`src/sv/i2cpm_pkg.sv`:
```
package i2cpm_pkg;

  localparam int unsigned UPPER_PAGES = 4;
  localparam int unsigned PAGE_BYTES  = 128;
  localparam int unsigned STORE_BYTES = PAGE_BYTES * (1 + UPPER_PAGES);

  localparam int unsigned PAGE_SELECT = 127;
  localparam int unsigned CMD_OFFSET  = 78;
  localparam int unsigned ADDR_HI     = 74;
  localparam int unsigned ADDR_LO     = 75;
  localparam int unsigned DATA_HI     = 76;
  localparam int unsigned DATA_LO     = 77;

  localparam logic [7:0] SKIP_BYTE = 8'd80;
  localparam logic [7:0] CMD_LIMIT = 8'd3;
  localparam logic [7:0] CMD_WRITE = 8'd2;

  typedef enum logic [2:0] {
    OP_ADDR_READ  = 3'd0,
    OP_ADDR_WRITE = 3'd1,
    OP_READ_DATA  = 3'd2,
    OP_RX_BYTE    = 3'd3,
    OP_STOP       = 3'd4,
    OP_REPLY      = 3'd5
  } op_e;

  typedef enum logic [1:0] {
    BR_NONE  = 2'd0,
    BR_READ  = 2'd1,
    BR_WRITE = 2'd2
  } br_e;

  typedef struct packed {
    logic        tx_valid;
    logic [7:0]  tx_byte;
    br_e         bridge_request;
    logic [15:0] bridge_address;
    logic [15:0] bridge_data;
  } res_t;

  typedef logic [15:0] img_idx_t;

  // power-up contents of the memory map
  function automatic logic [7:0] image_byte(input img_idx_t idx);
    logic [7:0] v;
    v = 8'd0;
    case (idx) inside
      16'd0:   v = 8'd17;
      16'd1:   v = 8'd7;
      16'd6:   v = 8'd1;
      16'd22:  v = 8'd16;
      16'd23:  v = 8'd227;
      16'd26:  v = 8'd132;
      16'd27:  v = 8'd157;
      16'd98:  v = 8'd255;
      16'd109: v = 8'd2;
      16'd110: v = 8'd8;
      16'd128: v = 8'd17;
      16'd129: v = 8'd204;
      16'd130: v = 8'd33;
      16'd131: v = 8'd128;
      16'd139: v = 8'd5;
      16'd140: v = 8'd255;
      16'd146: v = 8'd3;
      16'd147: v = 8'd240;
      16'd148: v = 8'd79;
      16'd149: v = 8'd69;
      16'd150: v = 8'd77;
      16'd152: v = 8'd67;
      16'd153: v = 8'd79;
      16'd154: v = 8'd82;
      16'd155: v = 8'd80;
      16'd164: v = 8'd31;
      16'd166: v = 8'd144;
      16'd167: v = 8'd101;
      16'd184: v = 8'd49;
      16'd185: v = 8'd54;
      16'd191: v = 8'd54;
      16'd192: v = 8'd25;
      16'd193: v = 8'd7;
      16'd194: v = 8'd255;
      16'd195: v = 8'd220;
      16'd196: v = 8'd67;
      16'd197: v = 8'd114;
      16'd198: v = 8'd101;
      16'd199: v = 8'd100;
      16'd200: v = 8'd111;
      16'd212: v = 8'd49;
      16'd213: v = 8'd56;
      16'd214: v = 8'd48;
      16'd215: v = 8'd49;
      16'd216: v = 8'd48;
      16'd217: v = 8'd52;
      16'd220: v = 8'd8;
      16'd222: v = 8'd103;
      16'd223: v = 8'd36;
      16'd151, [16'd156:16'd163], [16'd201:16'd211], 16'd218, 16'd219,
      [16'd224:16'd239]: v = 8'd32;
      16'd512: v = 8'd75;
      16'd514: v = 8'd251;
      16'd516: v = 8'd70;
      16'd528: v = 8'd141;
      16'd529: v = 8'd204;
      16'd530: v = 8'd116;
      16'd531: v = 8'd4;
      16'd532: v = 8'd135;
      16'd533: v = 8'd90;
      16'd534: v = 8'd121;
      16'd535: v = 8'd24;
      16'd560: v = 8'd85;
      16'd561: v = 8'd118;
      16'd562: v = 8'd1;
      16'd563: v = 8'd142;
      16'd564: v = 8'd67;
      16'd565: v = 8'd226;
      16'd566: v = 8'd3;
      16'd567: v = 8'd26;
      16'd568: v = 8'd23;
      16'd569: v = 8'd112;
      16'd570: v = 8'd5;
      16'd571: v = 8'd220;
      16'd572: v = 8'd21;
      16'd573: v = 8'd124;
      16'd574: v = 8'd7;
      16'd575: v = 8'd208;
      16'd608: v = 8'd151;
      16'd609: v = 8'd15;
      16'd618: v = 8'd102;
      16'd619: v = 8'd102;
      16'd620: v = 8'd119;
      16'd621: v = 8'd119;
      16'd622: v = 8'd51;
      16'd623: v = 8'd51;
      16'd624: v = 8'd15;
      default: v = 8'd0;
    endcase
    return v;
  endfunction

endpackage

```
`src/sv/i2cpm_if.sv`:
```
interface i2cpm_in_if;
  logic        valid;
  logic        ready;
  logic [2:0]  operation;
  logic        master_ack;
  logic [7:0]  rx_byte;
  logic [15:0] reply_word;

  modport source (output valid, output operation, output master_ack, output rx_byte,
                  output reply_word, input ready);
  modport sink (input valid, input operation, input master_ack, input rx_byte,
                input reply_word, output ready);
endinterface

interface i2cpm_out_if;
  logic        valid;
  logic        ready;
  logic        tx_valid;
  logic [7:0]  tx_byte;
  logic [1:0]  bridge_request;
  logic [15:0] bridge_address;
  logic [15:0] bridge_data;

  modport source (output valid, output tx_valid, output tx_byte, output bridge_request,
                  output bridge_address, output bridge_data, input ready);
  modport sink (input valid, input tx_valid, input tx_byte, input bridge_request,
                input bridge_address, input bridge_data, output ready);
endinterface

```
`src/sv/i2cpm_ctrl.sv`:
```
module i2cpm_ctrl #(
  parameter int unsigned UpperPages = i2cpm_pkg::UPPER_PAGES,
  parameter int unsigned StoreBytes = i2cpm_pkg::PAGE_BYTES * (1 + UpperPages),
  parameter int unsigned AddrW      = $clog2(StoreBytes)
) (
  input  logic              clk_i,
  input  logic              rst_ni,
  i2cpm_in_if.sink          in_i,
  i2cpm_out_if.source       out_o,
  output logic              ram_en_o,
  output logic              ram_we_o,
  output logic [AddrW-1:0]  ram_addr_o,
  output logic [7:0]        ram_wdata_o,
  input  logic [7:0]        ram_rdata_i
);

  localparam logic [AddrW-1:0] LastAddr = AddrW'(StoreBytes - 1);
  localparam logic [AddrW-1:0] PageAddr = AddrW'(i2cpm_pkg::PAGE_SELECT);
  localparam logic [AddrW-1:0] CmdAddr  = AddrW'(i2cpm_pkg::CMD_OFFSET);
  localparam logic [AddrW-1:0] AddrHi   = AddrW'(i2cpm_pkg::ADDR_HI);
  localparam logic [AddrW-1:0] AddrLo   = AddrW'(i2cpm_pkg::ADDR_LO);
  localparam logic [AddrW-1:0] DataHi   = AddrW'(i2cpm_pkg::DATA_HI);
  localparam logic [AddrW-1:0] DataLo   = AddrW'(i2cpm_pkg::DATA_LO);
  localparam logic [15:0]      StoreLim = 16'(StoreBytes);

  typedef enum logic [11:0] {
    S_FILL     = 12'b0000_0000_0001,
    S_IDLE     = 12'b0000_0000_0010,
    S_EXEC     = 12'b0000_0000_0100,
    S_TXWAIT   = 12'b0000_0000_1000,
    S_PAGEWAIT = 12'b0000_0001_0000,
    S_BRA      = 12'b0000_0010_0000,
    S_BRB      = 12'b0000_0100_0000,
    S_BRC      = 12'b0000_1000_0000,
    S_BRD      = 12'b0001_0000_0000,
    S_BRE      = 12'b0010_0000_0000,
    S_REPLY    = 12'b0100_0000_0000,
    S_DONE     = 12'b1000_0000_0000
  } state_e;

  state_e state_q, state_d;
  logic [AddrW-1:0] fill_q, fill_d;
  logic [AddrW-1:0] ptr_q, ptr_d;
  logic             wsess_q, wsess_d;
  logic             expect_q, expect_d;
  logic [2:0]       op_q, op_d;
  logic             ack_q, ack_d;
  logic [7:0]       byte_q, byte_d;
  logic [15:0]      reply_q, reply_d;
  i2cpm_pkg::res_t  res_q, res_d;
  i2cpm_pkg::res_t  out_q, out_d;
  logic             out_vld_q, out_vld_d;

  logic [AddrW-1:0] ptr_inc;
  logic [15:0]      page_addr;
  logic             is_cmd;

  assign ptr_inc   = (ptr_q == LastAddr) ? '0 : ptr_q + 1'b1;
  assign page_addr = {8'd0, byte_q} + {1'b0, ram_rdata_i, 7'd0};
  assign is_cmd    = (ptr_q == CmdAddr) && (byte_q < i2cpm_pkg::CMD_LIMIT);

  always_comb begin
    state_d     = state_q;
    fill_d      = fill_q;
    ptr_d       = ptr_q;
    wsess_d     = wsess_q;
    expect_d    = expect_q;
    op_d        = op_q;
    ack_d       = ack_q;
    byte_d      = byte_q;
    reply_d     = reply_q;
    res_d       = res_q;
    out_d       = out_q;
    out_vld_d   = out_vld_q;
    ram_en_o    = 1'b0;
    ram_we_o    = 1'b0;
    ram_addr_o  = ptr_q;
    ram_wdata_o = byte_q;

    if (out_vld_q && out_o.ready) begin
      out_vld_d = 1'b0;
    end

    unique case (state_q)
      S_FILL: begin
        ram_en_o    = 1'b1;
        ram_we_o    = 1'b1;
        ram_addr_o  = fill_q;
        ram_wdata_o = i2cpm_pkg::image_byte(i2cpm_pkg::img_idx_t'(fill_q));
        if (fill_q == LastAddr) begin
          state_d = S_IDLE;
        end else begin
          fill_d = fill_q + 1'b1;
        end
      end
      S_IDLE: begin
        if (in_i.valid) begin
          op_d    = in_i.operation;
          ack_d   = in_i.master_ack;
          byte_d  = in_i.rx_byte;
          reply_d = in_i.reply_word;
          state_d = S_EXEC;
        end
      end
      S_EXEC: begin
        res_d   = '0;
        state_d = S_DONE;
        unique case (op_q)
          i2cpm_pkg::OP_ADDR_READ: begin
            ram_en_o = 1'b1;
            wsess_d  = 1'b0;
            state_d  = S_TXWAIT;
          end
          i2cpm_pkg::OP_ADDR_WRITE: begin
            wsess_d  = 1'b1;
            expect_d = 1'b1;
          end
          i2cpm_pkg::OP_READ_DATA: begin
            if (ack_q) begin
              ram_en_o = 1'b1;
              state_d  = S_TXWAIT;
            end
          end
          i2cpm_pkg::OP_RX_BYTE: begin
            if (wsess_q && byte_q != i2cpm_pkg::SKIP_BYTE) begin
              expect_d = 1'b0;
              if (expect_q) begin
                if (byte_q[7]) begin
                  ram_en_o   = 1'b1;
                  ram_addr_o = PageAddr;
                  state_d    = S_PAGEWAIT;
                end else begin
                  ptr_d = AddrW'(byte_q);
                end
              end else begin
                ram_en_o = 1'b1;
                ram_we_o = 1'b1;
                ptr_d    = ptr_inc;
                if (is_cmd) begin
                  // command byte self-clears
                  ram_wdata_o = 8'd0;
                  state_d     = S_BRA;
                end
              end
            end
          end
          i2cpm_pkg::OP_REPLY: begin
            ram_en_o    = 1'b1;
            ram_we_o    = 1'b1;
            ram_addr_o  = DataHi;
            ram_wdata_o = reply_q[15:8];
            state_d     = S_REPLY;
          end
          default: begin
          end
        endcase
      end
      S_TXWAIT: begin
        res_d.tx_valid = 1'b1;
        res_d.tx_byte  = ram_rdata_i;
        ptr_d          = ptr_inc;
        state_d        = S_DONE;
      end
      S_PAGEWAIT: begin
        ptr_d   = (page_addr < StoreLim) ? page_addr[AddrW-1:0] : '0;
        state_d = S_DONE;
      end
      S_BRA: begin
        ram_en_o   = 1'b1;
        ram_addr_o = AddrHi;
        state_d    = S_BRB;
      end
      S_BRB: begin
        ram_en_o                   = 1'b1;
        ram_addr_o                 = AddrLo;
        res_d.bridge_address[15:8] = ram_rdata_i;
        state_d                    = S_BRC;
      end
      S_BRC: begin
        ram_en_o                  = 1'b1;
        ram_addr_o                = DataHi;
        res_d.bridge_address[7:0] = ram_rdata_i;
        state_d                   = S_BRD;
      end
      S_BRD: begin
        ram_en_o                = 1'b1;
        ram_addr_o              = DataLo;
        res_d.bridge_data[15:8] = ram_rdata_i;
        state_d                 = S_BRE;
      end
      S_BRE: begin
        if (byte_q == i2cpm_pkg::CMD_WRITE) begin
          res_d.bridge_request   = i2cpm_pkg::BR_WRITE;
          res_d.bridge_data[7:0] = ram_rdata_i;
        end else begin
          res_d.bridge_request = i2cpm_pkg::BR_READ;
          res_d.bridge_data    = '0;
        end
        state_d = S_DONE;
      end
      S_REPLY: begin
        ram_en_o    = 1'b1;
        ram_we_o    = 1'b1;
        ram_addr_o  = DataLo;
        ram_wdata_o = reply_q[7:0];
        state_d     = S_DONE;
      end
      S_DONE: begin
        if (!out_vld_q || out_o.ready) begin
          out_d     = res_q;
          out_vld_d = 1'b1;
          state_d   = S_IDLE;
        end
      end
      default: begin
        state_d = S_IDLE;
      end
    endcase
  end

  always_ff @(posedge clk_i or negedge rst_ni) begin
    if (!rst_ni) begin
      state_q   <= S_FILL;
      fill_q    <= '0;
      ptr_q     <= '0;
      wsess_q   <= 1'b0;
      expect_q  <= 1'b0;
      out_vld_q <= 1'b0;
    end else begin
      state_q   <= state_d;
      fill_q    <= fill_d;
      ptr_q     <= ptr_d;
      wsess_q   <= wsess_d;
      expect_q  <= expect_d;
      out_vld_q <= out_vld_d;
    end
  end

  always_ff @(posedge clk_i) begin
    op_q    <= op_d;
    ack_q   <= ack_d;
    byte_q  <= byte_d;
    reply_q <= reply_d;
    res_q   <= res_d;
    out_q   <= out_d;
  end

  assign in_i.ready            = (state_q == S_IDLE);
  assign out_o.valid           = out_vld_q;
  assign out_o.tx_valid        = out_q.tx_valid;
  assign out_o.tx_byte         = out_q.tx_byte;
  assign out_o.bridge_request  = out_q.bridge_request;
  assign out_o.bridge_address  = out_q.bridge_address;
  assign out_o.bridge_data     = out_q.bridge_data;

endmodule

```
`src/flat_wrapper.sv`:
```
// flat-port wrapper written by rule: the top's interface ports become plain ports
module i2cpm_ctrl_flat 
#(
  parameter int unsigned UpperPages = i2cpm_pkg::UPPER_PAGES,
  parameter int unsigned StoreBytes = i2cpm_pkg::PAGE_BYTES * (1 + UpperPages),
  parameter int unsigned AddrW      = $clog2(StoreBytes)
)
  (clk_i, rst_ni, ram_en_o, ram_we_o, ram_addr_o, ram_wdata_o, ram_rdata_i, in_i_valid, in_i_operation, in_i_master_ack, in_i_rx_byte, in_i_reply_word, in_i_ready, out_o_valid, out_o_tx_valid, out_o_tx_byte, out_o_bridge_request, out_o_bridge_address, out_o_bridge_data, out_o_ready);
  i2cpm_in_if in_i_i ();
  i2cpm_out_if out_o_i ();
  input  logic clk_i;
  input  logic rst_ni;
  output logic ram_en_o;
  output logic ram_we_o;
  output logic [AddrW-1:0] ram_addr_o;
  output logic [7:0] ram_wdata_o;
  input  logic [7:0] ram_rdata_i;
  input wire logic [$bits(in_i_i.valid)-1:0] in_i_valid;
  input wire logic [$bits(in_i_i.operation)-1:0] in_i_operation;
  input wire logic [$bits(in_i_i.master_ack)-1:0] in_i_master_ack;
  input wire logic [$bits(in_i_i.rx_byte)-1:0] in_i_rx_byte;
  input wire logic [$bits(in_i_i.reply_word)-1:0] in_i_reply_word;
  output wire logic [$bits(in_i_i.ready)-1:0] in_i_ready;
  output wire logic [$bits(out_o_i.valid)-1:0] out_o_valid;
  output wire logic [$bits(out_o_i.tx_valid)-1:0] out_o_tx_valid;
  output wire logic [$bits(out_o_i.tx_byte)-1:0] out_o_tx_byte;
  output wire logic [$bits(out_o_i.bridge_request)-1:0] out_o_bridge_request;
  output wire logic [$bits(out_o_i.bridge_address)-1:0] out_o_bridge_address;
  output wire logic [$bits(out_o_i.bridge_data)-1:0] out_o_bridge_data;
  input wire logic [$bits(out_o_i.ready)-1:0] out_o_ready;
  assign in_i_i.valid = in_i_valid;
  assign in_i_i.operation = in_i_operation;
  assign in_i_i.master_ack = in_i_master_ack;
  assign in_i_i.rx_byte = in_i_rx_byte;
  assign in_i_i.reply_word = in_i_reply_word;
  assign in_i_ready = in_i_i.ready;
  assign out_o_valid = out_o_i.valid;
  assign out_o_tx_valid = out_o_i.tx_valid;
  assign out_o_tx_byte = out_o_i.tx_byte;
  assign out_o_bridge_request = out_o_i.bridge_request;
  assign out_o_bridge_address = out_o_i.bridge_address;
  assign out_o_bridge_data = out_o_i.bridge_data;
  assign out_o_i.ready = out_o_ready;
  i2cpm_ctrl #(.UpperPages(UpperPages), .StoreBytes(StoreBytes), .AddrW(AddrW)) u_core (.clk_i(clk_i), .rst_ni(rst_ni), .in_i(in_i_i), .out_o(out_o_i), .ram_en_o(ram_en_o), .ram_we_o(ram_we_o), .ram_addr_o(ram_addr_o), .ram_wdata_o(ram_wdata_o), .ram_rdata_i(ram_rdata_i));
endmodule
```
`config.mk`:
```
export PLATFORM = sky130hd
export DESIGN_NAME = i2cpm_ctrl_flat
export DESIGN_NICKNAME = d
export VERILOG_FILES = /design/src/sv/i2cpm_pkg.sv /design/src/sv/i2cpm_if.sv /design/src/sv/i2cpm_ctrl.sv /design/src/flat_wrapper.sv
export SDC_FILE = /design/constraint.sdc
export NUM_CORES = 1
export LEC_CHECK = 0
export BUFFER_PORTS_ARGS = -buffer_cell sky130_fd_sc_hd__buf_2
export CORE_AREA = 2 2 167 169
export DETAILED_ROUTE_END_ITERATION = 7
export DIE_AREA = 0 0 169 171
export GPL_TIMING_DRIVEN = 0
export PLACE_DENSITY = 0.54
export SYNTH_ARGS = -nofsm -noshare
export SYNTH_HDL_FRONTEND = slang
export SYNTH_SLANG_ARGS = --single-unit
```
`constraint.sdc`:
```
create_clock -name clk_i -period 5.2 [get_ports clk_i]
set_input_delay 0.52 -clock clk_i [delete_from_list [all_inputs] [get_ports clk_i]]
set_output_delay 0.52 -clock clk_i [all_outputs]
set_load 0.02 [all_outputs]
```
==> results of run 1 <==
## metal layers
layer | vias up | routed length (um) | global-route usage [%]
met5 | - | 0 | 0
met4 | 0 | 1760 | 12.5
met3 | 113 | 2980 | 5.27
met2 | 513 | 15000 | 36.5
met1 | 4119 | 14700 | 31.6
li1 | 3807 | - | -
## per-stage QoR
stage                     hold WS [ns]  instances  area, um2  utilization, %  setup slack, ns
after floorplan                  0.224        932       9070               -             1.59
after global placement           0.400       1381      10000            36.7            0.362
after detailed placement         0.405       1382      10000            36.8            0.551
after CTS                        0.244       1414      10600            38.9           0.0636
after global routing             0.252       1414      10600            38.9            0.144
final                            0.193       1414      10600            38.9            0.335
## cells by family after synthesis
| logic type | share of synthesized area [%] |
|---|---|
| and+or+nand+nor | 24.7 |
| muxes | 0.580 |
| adders and majority gates | 1.24 |
| buffers and inverters | 3.99 |
| xor gates and xnor gates | 1.35 |
| AOI/OAI and AO/OA | 20.7 |
| DFF | 47.4 |
## worst max-delay path: stages (launching register included)
cell and delay (ns):
dfrtp_1 0.49, inv_1 0.20, ha_1 0.39, clkbuf_1 0.42
nand3b_1 0.29, a211oi_1 0.77, a31oi_1 0.10, o21ai_0 0.35
a31oi_1 0.13, o21ai_0 0.39, o41ai_1 0.19, buf_2 0.21
## layout by cell type, fill, tap and decap left out, drive strengths merged, types with 9 or more instances in the layout
master / n
nand2b: 12
o22ai: 13
o21ai: 53
nand3: 31
and3: 18
or3: 10
o221ai: 9
a221oi: 10
a21oi: 52
buf: 129
nor2: 83
xnor2: 11
inv: 36
nor3: 20
and2: 46
dfrtp: 34
o211ai: 12
nor4: 12
a22o: 13
nor2b: 18
nand4: 11
edfxtp: 114
nand2: 88
ha: 9
clkbuf: 53
## synthesized netlist by cell type (all sizes together) (9+ instances only)
| cell type | instances | area [um2] |
|---|---|---|
| edfxtp | 114 | 3420 |
| nand2 | 88 | 335 |
| nor2 | 83 | 324 |
| o21ai | 53 | 265 |
| a21oi | 52 | 260 |
| and2 | 46 | 288 |
| clkbuf | 36 | 135 |
| dfrtp | 34 | 851 |
| nand3 | 31 | 155 |
| buf | 25 | 125 |
| inv | 25 | 93.8 |
| nor3 | 20 | 100 |
| and3 | 18 | 113 |
| nor2b | 18 | 120 |
| a22o | 13 | 114 |
| o22ai | 13 | 101 |
| nand2b | 12 | 75.1 |
| nor4 | 12 | 111 |
| o211ai | 12 | 90.1 |
| nand4 | 11 | 83.8 |
| xnor2 | 11 | 96.3 |
| a221oi | 10 | 87.6 |
| or3 | 10 | 62.6 |
| ha | 9 | 113 |
| o221ai | 9 | 78.8 |
## flip-flops by register name, indices dropped and copies added, names as in the netlist
register                     flops
u_core.expect_q                  1
u_core.op_q                      3
u_core.fill_q                   10
u_core.out_o.bridge_data        16
u_core.wsess_q                   1
u_core.reply_q                  16
u_core.out_o.bridge_address     16
u_core.state_q                  12
u_core.out_o.bridge_request      2
u_core.out_o.valid               1
u_core.out_o.tx_valid            1
u_core.res_q                    43
u_core.ptr_q                    10
u_core.ack_q                     1
u_core.out_o.tx_byte             8
u_core.byte_q                    8
## how the worst max path moves through the flow
stage,to
after floorplan,u_core.out_o.bridge_address[0]
after global placement,ram_wdata_o[7]
after detailed placement,ram_wdata_o[7]
after CTS,ram_wdata_o[7]
after global routing,ram_wdata_o[7]
final,ram_wdata_o[4]
## layout make-up
type                    instances  area, um2  area share [%]
multi-input cells             695       4420            41.6
flip-flops and latches        149       4300            40.4
repair buffers                104        536            5.04
well taps                     346        433            4.07
clock buffers                  17        425            4.00
plain buffers                  61        260            2.45
clock inverters                15        156            1.47
inverters                      27        101           0.953
## power breakdown
| group | switching [mW] | leakage (nW) | internal, mW | total, mW |
|---|---|---|---|---|
| Clock | 0.567 | 0.291 | 0.683 | 1.25 |
| Combinational | 0.447 | 2.21 | 0.195 | 0.642 |
| Sequential | 0.103 | 1.52 | 1.47 | 1.57 |
==> summary.txt, run 1 <==
Core ar. -> 27300 um2
Worst R2R Setup Slack -> 1.87 ns
worst r2r src -> u_core.state_q[5]
startpoint types -> flop
Ys Warns -> 0
RD Place Congestion -> 0.982
clk sinks -> 149
hold crit path type -> in2async
worst r2r path cells -> 6
Setup-failing EPs final -> 0
post-route ant nets -> 0
CTS tree -> built
initial antenna violation count -> 0
number of flops mapped to enable cells by yosys -> 114
Reg-to-Reg End -> u_core.res_q[15]
Max Cap Viol -> 0
CTS Buf Count -> 17
Syn Inst Count -> 932
CP arrival -> 4.34 ns
PwrDens -> 326 nW/um2
sequential cell area fraction in the yosys report -> 47.4%
Longest Clk Path Bufs -> 2
cell row count -> 61
Die H -> 171 um
Clock Skew -> 0.0105 ns
first-pass GRT wire length -> 51.4 mm
Slew headroom -> 3.52%
syn_nets -> 981
Total Neg Setup Slack -> 0 ns
max frequency -> 206 MHz
die area -> 28900 um2
period utilization -> 93.6%
worst path required time -> 4.68 ns
Clock Tree Root -> clkbuf_16
Initial Util -> 33.2%
Vias -> 8552
CTS H-tree lvls -> 4
final hold vios -> 0
synthesized flop and latch total -> 149
Max VDD drop -> 0.000160 V
run status -> complete, no violations
DIE WIDTH -> 169 um
Unique masters post-synth -> 92
Top FF cell, synth -> edfxtp_1
RSZ-0062 raised after global routing -> no
async set-reset flop share out of synthesis -> 23.5%
via density per instance -> 6.05
gr usage total -> 23.8%
Slew Viols, Final -> 0
# port buffers -> 103
Post-CTS Resized -> 0
Mapped Area -> 9070 um2
Leakage -> 4.02 nW
hpwl dp -> 25.6 mm
# nets final -> 1104
Post-Syn Area per Cell -> 9.73 um2
global route overflow -> 0
crit path kind -> reg2out
crit path capture type -> output pin
Max FO, Critical Path -> 10
drt total wl -> 34.4 mm
Layout Area Growth over Synthesis -> 17.3%
initial drt markers -> 1124
I/O pins -> 105
hold buffer count at cts -> 0
CTS clk-pin slew, worst paths -> 0.07 ns
Post-CTS Setup Inserts -> 0
CP startpoint -> u_core.fill_q[0]
Wirelength per Cell -> 24.3 um
fill cell count -> 2786
largest net degree at the start of global routing -> 36
# diodes -> 0
Tightest Pin Transition -> 1.44 ns
vias in the first global route -> 8124
total chip power -> 3.46 mW
later-pin clock latency in the skew report -> 0.43 ns
drt first pass iters -> 5
crit path time final -> 4.86 ns
Residual DRC -> 0
layout cell share with drive strength beyond 1 -> 17.9%
(Power assumes the default switching activity.)
==> inputs of run 2 (changes only) <==
--- a/config.mk
+++ b/config.mk
@@ -10,7 +10,7 @@
 export DETAILED_ROUTE_END_ITERATION = 7
 export DIE_AREA = 0 0 169 171
 export GPL_TIMING_DRIVEN = 0
-export PLACE_DENSITY = 0.54
+export PLACE_DENSITY = 0.51
 export SYNTH_ARGS = -nofsm -noshare
 export SYNTH_HDL_FRONTEND = slang
 export SYNTH_SLANG_ARGS = --single-unit
==> run 2 against run 1 <==
The flow now finishes with violations (max-capacitance violations, max-slew violations). Die area unchanged. Combinational power about the same. Critical path type unchanged. Count of clock-buffer cells in the layout unchanged. Clock skew increased by 0.0033 ns. Power increased by 1.2%. Final cell count unchanged. Wire length decreased by 0.26%. Via count increased by 1.2%. Largest power group unchanged. Design area increased by 0.26%. Sequential share of layout area decreased by 0.10 points. Register-to-register slack got worse by 0.04 ns. Hold slack got worse by 0.0035 ns.
==> summary.txt, run 2 (same netlist as run 1, synthesis figures left out) <==
die area -> 28900 um2
worst hold margin -> 0.189 ns
most used cell, CP -> clkbuf_1
max frequency -> 199 MHz
Vias -> 8654
via density per instance -> 6.12
initial antenna violation count -> 0
Initial Util -> 33.2%
# nets final -> 1104
Tightest Pin Transition -> 1.53 ns
drt first pass iters -> 6
Residual DRC -> 0
post-placement worst setup slack -> 0.631 ns
# diodes -> 0
RSZ-0062 raised after global routing -> no
run status -> complete, but fails checks
Int Pwr -> 2.39 mW
multi-input logic area -> 4420 um2
combinational power share -> 18.3%
RD Place Congestion -> 1.00
DIE WIDTH -> 169 um
clock network fraction of total power -> 36.8%
Layout Area Growth over Synthesis -> 17.6%
Die H -> 171 um
Total Neg Setup Slack -> 0 ns
CTS tree -> built
Wirelength per Cell -> 24.3 um
largest net degree at the start of global routing -> 36
CTS H-tree lvls -> 4
total chip power -> 3.50 mW
crit path time final -> 5.03 ns
Core ar. -> 27300 um2
hold crit path type -> in2async
sw power -> 1.11 mW
cell row count -> 61
crit path kind -> reg2out
sequential power share -> 44.9%
Leakage -> 4.03 nW
crit path capture type -> output pin
I/O pins -> 105
Slowest-stage cell, CP -> clkbuf_1
crit path cell chain -> inv_1, ha_1, clkbuf_1, clkbuf_1, clkbuf_1, a21oi_1, o21ai_0, a221oi_1, o221ai_1, a221oi_1, o21ai_0, buf_2
delay-heaviest family, CP -> buffers and inverters
CP arrival -> 4.51 ns
filler-free cell count of the finished design -> 1414
most common cell after layout, fill and taps aside -> buf_2
Max VDD drop -> 0.000156 V
most frequent cells in the layout -> buf_2, edfxtp_1, nand2_1, nor2_1
Post-CTS Setup Inserts -> 0
global route overflow -> 0
Slew Viols, Final -> 8
startpoint types -> flop
fill cell count -> 2768
# port buffers -> 103
CP Buf/Inv Count -> 5
period utilization -> 96.8%
Reg area -> 4300 um2
max incr delay on CP -> 0.56 ns
Longest Clk Path Bufs -> 2
first-pass GRT wire length -> 50.8 mm
PwrDens -> 329 nW/um2
failing checks -> max-capacitance violations, max-slew violations
Slew headroom -> -2.03%
clk sinks -> 149
CTS Buf Count -> 17
placed cell count -> 1382
initial drt markers -> 1201
gr usage total -> 23.5%
worst path required time -> 4.68 ns
final hold vios -> 0
post-route ant nets -> 0
Setup-failing EPs final -> 0
Switching Fraction -> 31.7%
Max FO, Critical Path -> 10
later-pin clock latency in the skew report -> 0.43 ns
Max Cap Viol -> 1
hold buffer count at cts -> 0
Post-CTS Resized -> 0
vias in the first global route -> 7995
Clock Skew -> 0.0138 ns
drt total wl -> 34.3 mm
Clock Tree Root -> clkbuf_16
hpwl dp -> 25.0 mm
setup slack after layout -> 0.165 ns
Largest register FFs -> 43
CTS clk-pin slew, worst paths -> 0.07 ns
layout cell share with drive strength beyond 1 -> 17.9%
Reg with most FFs -> u_core.res_q
run 2: cell type report:
class | instances | share of cell area (%)
multi-input combinational | 695 | 41.4
inverter | 27 | 0.951
timing repair buffer | 104 | 5.02
clock inverter | 15 | 1.74
tap | 346 | 4.06
clock buffer | 17 | 3.99
buffer | 61 | 2.44
sequential | 149 | 40.3
run 2: worst reg2reg max path, stage by stage, from the launching register on:
cell and delay, ns:
dfrtp_1 0.48, or4_4 0.61, nor4_4 0.52, nand2_2 0.30
nand2_1 0.47, nor2_1 0.08, nor2_1 0.55
run 2: power by group through the flow:
stage	Combinational, mW	Clock [mW]	Sequential [mW]
floorplan	0.409	0	1.57
global placement	0.638	0	1.60
detailed placement	0.641	0	1.60
CTS	0.645	1.32	1.57
global route	0.708	1.36	1.59
finish	0.642	1.29	1.57
run 2: path summary, 6_finish.rpt:
| kind | start | endpoint | slack [ns] | cells after the start |
|---|---|---|---|---|
| min | rst_ni | u_core.ptr_q[8] | 0.19 | 1 |
| max reg2reg | u_core.state_q[5] | u_core.res_q[12] | 1.83 | 6 |
| max | u_core.fill_q[1] | ram_wdata_o[6] | 0.17 | 12 |
| max in group asynchronous | rst_ni | u_core.state_q[5] | 4.46 | 1 |
| min reg2reg | u_core.res_q[32] | u_core.out_o.bridge_request[0] | 0.41 | 0 |
| min in group clk_i | in_i_reply_word[10] | u_core.reply_q[10] | 0.27 | 1 |
run 2: per-layer routing:
metal  up-vias  track usage (%)  wire, um  share of wire [%]
met5         -                0         0                  0
met4         0             11.1      1620                4.7
met3       115             5.97      3450                 10
met2       623             35.9     14900                 43
met1      4091             31.5     14400                 42
li1       3825                -         -                  -
run 2: metrics by stage:
stage,cell area (um2),util [%]
floorplan,9070,-
global placement,10000,36.7
detailed placement,10000,36.8
CTS,10700,39.0
global route,10700,39.0
finish,10700,39.0
